<file path="src/rtl/core/oat_pkg.sv">
// Shared constants, codes and types of the ordered array table.
package oat_pkg;

  localparam int unsigned CAPACITY = 32;
  localparam int unsigned WordW    = 32;
  localparam int unsigned SlotW    = 6;
  localparam int unsigned OpW      = 3;
  localparam int unsigned IdxW     = $clog2(CAPACITY);
  localparam int unsigned CntW     = $clog2(CAPACITY + 1);
  localparam int unsigned CmpW     = (CntW > SlotW) ? CntW : SlotW;

  typedef enum logic [OpW-1:0] {
    OP_APPEND     = 3'd0,
    OP_INSERT_AT  = 3'd1,
    OP_DELETE_VAL = 3'd2,
    OP_DELETE_AT  = 3'd3,
    OP_FIND       = 3'd4,
    OP_DUMP       = 3'd5
  } opcode_e;

  typedef enum logic [1:0] {
    STAT_OK        = 2'd0,
    STAT_NOT_FOUND = 2'd1,
    STAT_BAD_POS   = 2'd2,
    STAT_FULL      = 2'd3
  } status_e;

  typedef enum logic [2:0] {
    CM_HOLD,
    CM_APPEND,
    CM_INSERT,
    CM_REMOVE,
    CM_ROTATE
  } cell_mode_e;

  typedef struct packed {
    cell_mode_e        mode;
    logic [CntW-1:0]   pos;
    logic [CntW-1:0]   count;
    logic [WordW-1:0]  key;
  } cell_cmd_t;

  typedef enum logic [1:0] {
    ST_IDLE,
    ST_SEARCH,
    ST_DUMP
  } state_e;

endpackage

</file>
<file path="src/rtl/core/oat_cell.sv">
// One storage cell of the table chain: holds one entry, shifts and compares.
module oat_cell import oat_pkg::*; (
  input  logic              clk_i,
  input  cell_cmd_t         cmd_i,
  input  logic [IdxW-1:0]   idx_i,
  input  logic [WordW-1:0]  lo_word_i,
  input  logic [WordW-1:0]  hi_word_i,
  input  logic [WordW-1:0]  head_word_i,
  output logic [WordW-1:0]  entry_o,
  output logic              match_o
);

  logic [WordW-1:0] entry_q, entry_d;
  logic [CntW-1:0]  idx_c;
  logic [CntW-1:0]  idx_next;

  assign idx_c    = CntW'(idx_i);
  assign idx_next = idx_c + CntW'(1);

  always_comb begin
    entry_d = entry_q;
    unique case (cmd_i.mode)
      CM_HOLD: entry_d = entry_q;
      CM_APPEND: begin
        if (idx_c == cmd_i.count) entry_d = cmd_i.key;
      end
      CM_INSERT: begin
        if (idx_c == cmd_i.pos) entry_d = cmd_i.key;
        else if (idx_c > cmd_i.pos) entry_d = lo_word_i;
      end
      CM_REMOVE: begin
        if (idx_c >= cmd_i.pos) entry_d = hi_word_i;
      end
      CM_ROTATE: begin
        // wrap the head into the last used cell, move the rest down
        if (idx_next == cmd_i.count) entry_d = head_word_i;
        else if (idx_next < cmd_i.count) entry_d = hi_word_i;
      end
      default: entry_d = entry_q;
    endcase
  end

  always_ff @(posedge clk_i) begin
    entry_q <= entry_d;
  end

  assign entry_o = entry_q;
  assign match_o = (idx_c < cmd_i.count) && (entry_q == cmd_i.key);

endmodule

</file>
<file path="config.mk">
export PLATFORM = sky130hd
export DESIGN_NAME = oat_cell
export DESIGN_NICKNAME = d
export VERILOG_FILES = /design/src/rtl/core/oat_pkg.sv /design/src/rtl/core/oat_cell.sv
export SDC_FILE = /design/constraint.sdc
export NUM_CORES = 1
export LEC_CHECK = 0
export ABC_AREA = 1
export BUFFER_PORTS_ARGS = -buffer_cell sky130_fd_sc_hd__buf_2
export CAP_MARGIN = 25
export CORE_MARGIN = 4
export CORE_UTILIZATION = 51
export DETAILED_ROUTE_END_ITERATION = 10
export MAX_ROUTING_LAYER = met4
export PLACE_DENSITY = 0.95
export RECOVER_POWER = 25
export SYNTH_ARGS = -nofsm -noshare
export SYNTH_HDL_FRONTEND = slang
export SYNTH_SLANG_ARGS = --single-unit
</file>
<file path="constraint.sdc">
create_clock -name clk_i -period 6.6 [get_ports clk_i]
set_input_delay 0.33 -clock clk_i [delete_from_list [all_inputs] [get_ports clk_i]]
set_output_delay 0.33 -clock clk_i [all_outputs]
set_load 0.1 [all_outputs]
</file>
==> results_dict.tcl <==
set metrics [dict create \
    synthMuxAreaShare 0 \
    gp_congestion 0.8862 \
    syn_area_um2 3731 \
    status "complete, no violations" \
    cts-root-buf "clkbuf_8" \
    grt_pass1_wl_mm 20.71 \
    cts_sinks 32 \
    via_per_inst 5.400 \
    synth_top_family_by_area "simple AND/OR/NAND/NOR gates" \
    cts_tree "done" \
    synthSimpleGateAreaFrac 0.4383 \
    ir_drop_uv 107.7 \
    rsz0062_at_grt "no" \
    p_leak_nw 2.607 \
    max_freq_mhz 267.1 \
    post_cts_buffers 0 \
    final_core_util 0.6867 \
    cap_violations 0 \
    die_area_um2 8748 \
    ios 182 \
    cts-htree-levels 2 \
    setup_viol 0 \
    grt_usage 0.3036 \
    diodes 0 \
    ys_types 23 \
    dp_slack_ns 2.584 \
    synth-xor-area-share 0.02582 \
    cts_buffers 5 \
    fin_nets 935 \
    die_width_um 93.53 \
    dp_hpwl_mm 9.952 \
    area_growth_pct 27.80 \
    timing.final.max_slew_violations 0 \
    hold_class "input port to register" \
    synthAdderAreaFrac 0.05701 \
    finalPower_mw 0.8876 \
    post_drt_wl_per_cell_um 15.22 \
    synth-seq-cells 32 \
    fin_crit_sh 0.5672 \
    drt-total-wl_mm 13.18 \
    die_h_um 93.53 \
    crit_path_max_incr_delay_ns 0.73 \
    portBuffers 181 \
    layout-drive-gt1-share 0.2351 \
    critPathLaunchType "input port" \
    clkSlewWorstSetupHoldPaths_ns 0.08 \
    num_vias 4676 \
    post_cts_resized 0 \
    setup_tns_ns 0 \
    ys_warn_count 0 \
    worstPathMaxFanout 34 \
    layout_setup_ws_ns 2.857 \
    grt_start_max_net_pins 66 \
    cp-end-kind "register" \
    crit_chain "buf_2 > ha_1 > nand3_1 > xor2_1 > ha_1 > nand2_1 > nor2_4 > nand2_2 > nand3_1 > nand2_1 > nor2_4" \
    worstMarginPinSlew_ns 1.210 \
    hold_viol_final 0 \
    first_pass_iters 5 \
    synthesis.instances 603 \
    rows 30 \
    arrival_ns 3.65 \
    start_util 0.5373 \
    holdBufCountCts 0 \
    antenna_found_initial 0 \
    drt_iter0_drc 383 \
    cp_slowest_cell "nor2_4" \
    antenna_left 0 \
    core-area_um2 6944 \
    powerDensity_nw_per_um2 186.1 \
    required_ns 6.50 \
    slew_headroom 0.1965 \
    cts_buffer_depth 2 \
    synth.avg_cell_area_um2 6.188 \
    final.min_clock_period_ns 3.743 \
    synth-compound-area-share 0.08249 \
    drc 0 \
    yosysSeqAreaShare 0.2575 \
    crit_type "input port to register" \
    largest_reg_flops 32 \
    grt_pass1_vias 4627 \
    fillCellCount 634 \
    grt_overflow 0 \
    synth_nets 769 \
]
==> per-stage QoR <==
stage,instance area [um2],hold WS [ns],instances
2_1_floorplan,3731,0.5390,603
5_1_grt,4768,0.3561,866
4_1_cts,4778,0.3539,865
3_5_place_dp,4672,0.6529,857
3_3_place_gp,4672,0.6454,857
6_report,4768,0.3558,866
==> cell usage after synthesis <==
| cell | instances | area share |
|---|---|---|
| a21oi_1 | 5 | 0.0067 |
| buf_2 | 24 | 0.032 |
| clkbuf_1 | 4 | 0.0040 |
| edfxtp_1 | 32 | 0.26 |
| ha_1 | 17 | 0.057 |
| inv_1 | 99 | 0.10 |
| inv_2 | 3 | 0.0030 |
| nand2_1 | 221 | 0.22 |
| nand2_2 | 1 | 0.0017 |
| nand3_1 | 38 | 0.051 |
| nand3b_1 | 32 | 0.064 |
| nand4_1 | 33 | 0.055 |
| nor2_1 | 29 | 0.029 |
| nor2_2 | 3 | 0.0050 |
| nor2_4 | 1 | 0.0030 |
| nor3_4 | 1 | 0.0044 |
| nor3b_1 | 1 | 0.0020 |
| o211ai_1 | 14 | 0.028 |
| o21ai_0 | 27 | 0.036 |
| o21ai_1 | 4 | 0.0054 |
| o21bai_1 | 3 | 0.0060 |
| xnor2_1 | 3 | 0.0070 |
| xor2_1 | 8 | 0.019 |
==> critical path, delay by kind of cell <==
kind,cells,cell delay (ns)
fa+ha+maj,2,0.46
simple gates,7,2.57
buf+inv,1,0.12
xor+xnor,1,0.15
==> layer usage <==
layer	up-vias	share of wire	GRT usage
met4	0	0.028	0.1227
met3	44	0.099	0.04103
li1	2271	-	-
met2	296	0.50	0.5110
met5	-	0	-
met1	2065	0.37	0.3681
==> path summary, 6_finish.rpt <==
check / depth (start not counted) / from / endpoint / slack [ns]
worst max-delay path: 11 / idx_i[1] / entry_o[19] / 2.86
worst min-delay path: 3 / hi_word_i[2] / entry_o[2] / 0.36
==> layout make-up <==
type	instances	area, um2	area share
repair buffers	187	933.4	0.1957
clock inverters	3	37.54	0.007872
well taps	96	120.1	0.02519
clock buffers	5	68.82	0.01443
inverters	102	382.9	0.08029
flip-flops and latches	32	960.9	0.2015
multi-input cells	441	2265	0.4749
==> cell usage in the layout (no fill, tap or decap), drive strengths merged <==
master | Yosys | final
edfxtp | 32 | 32
nand3b | 32 | 32
bufinv | 0 | 1
nand4 | 33 | 33
xor2 | 8 | 8
o211ai | 14 | 14
nand3 | 38 | 38
clkinv | 0 | 2
ha | 17 | 17
o21bai | 3 | 3
clkbuf | 4 | 29
xnor2 | 3 | 3
inv | 102 | 102
nor3 | 1 | 1
a21oi | 5 | 5
buf | 24 | 163
o21ai | 31 | 31
nand2 | 222 | 222
nor2 | 33 | 33
nor3b | 1 | 1
==> power breakdown <==
part | total [mW] | switching [mW] | leakage, nW | internal [mW]
Sequential | 0.275 | 0.0183 | 0.297 | 0.257
Clock | 0.191 | 0.0811 | 0.0532 | 0.110
Combinational | 0.421 | 0.319 | 2.26 | 0.102
==> kinds of logic (layout without fill, tap and decap cells) <==
| logic type | Yosys count | count (layout) |
|---|---|---|
| fa+ha+maj | 17 | 17 |
| compound gates | 53 | 53 |
| buf+inv | 130 | 297 |
| flops | 32 | 32 |
| simple gates | 360 | 360 |
| xor+xnor | 11 | 11 |
Note: power is estimated with default switching activity, not from simulation.
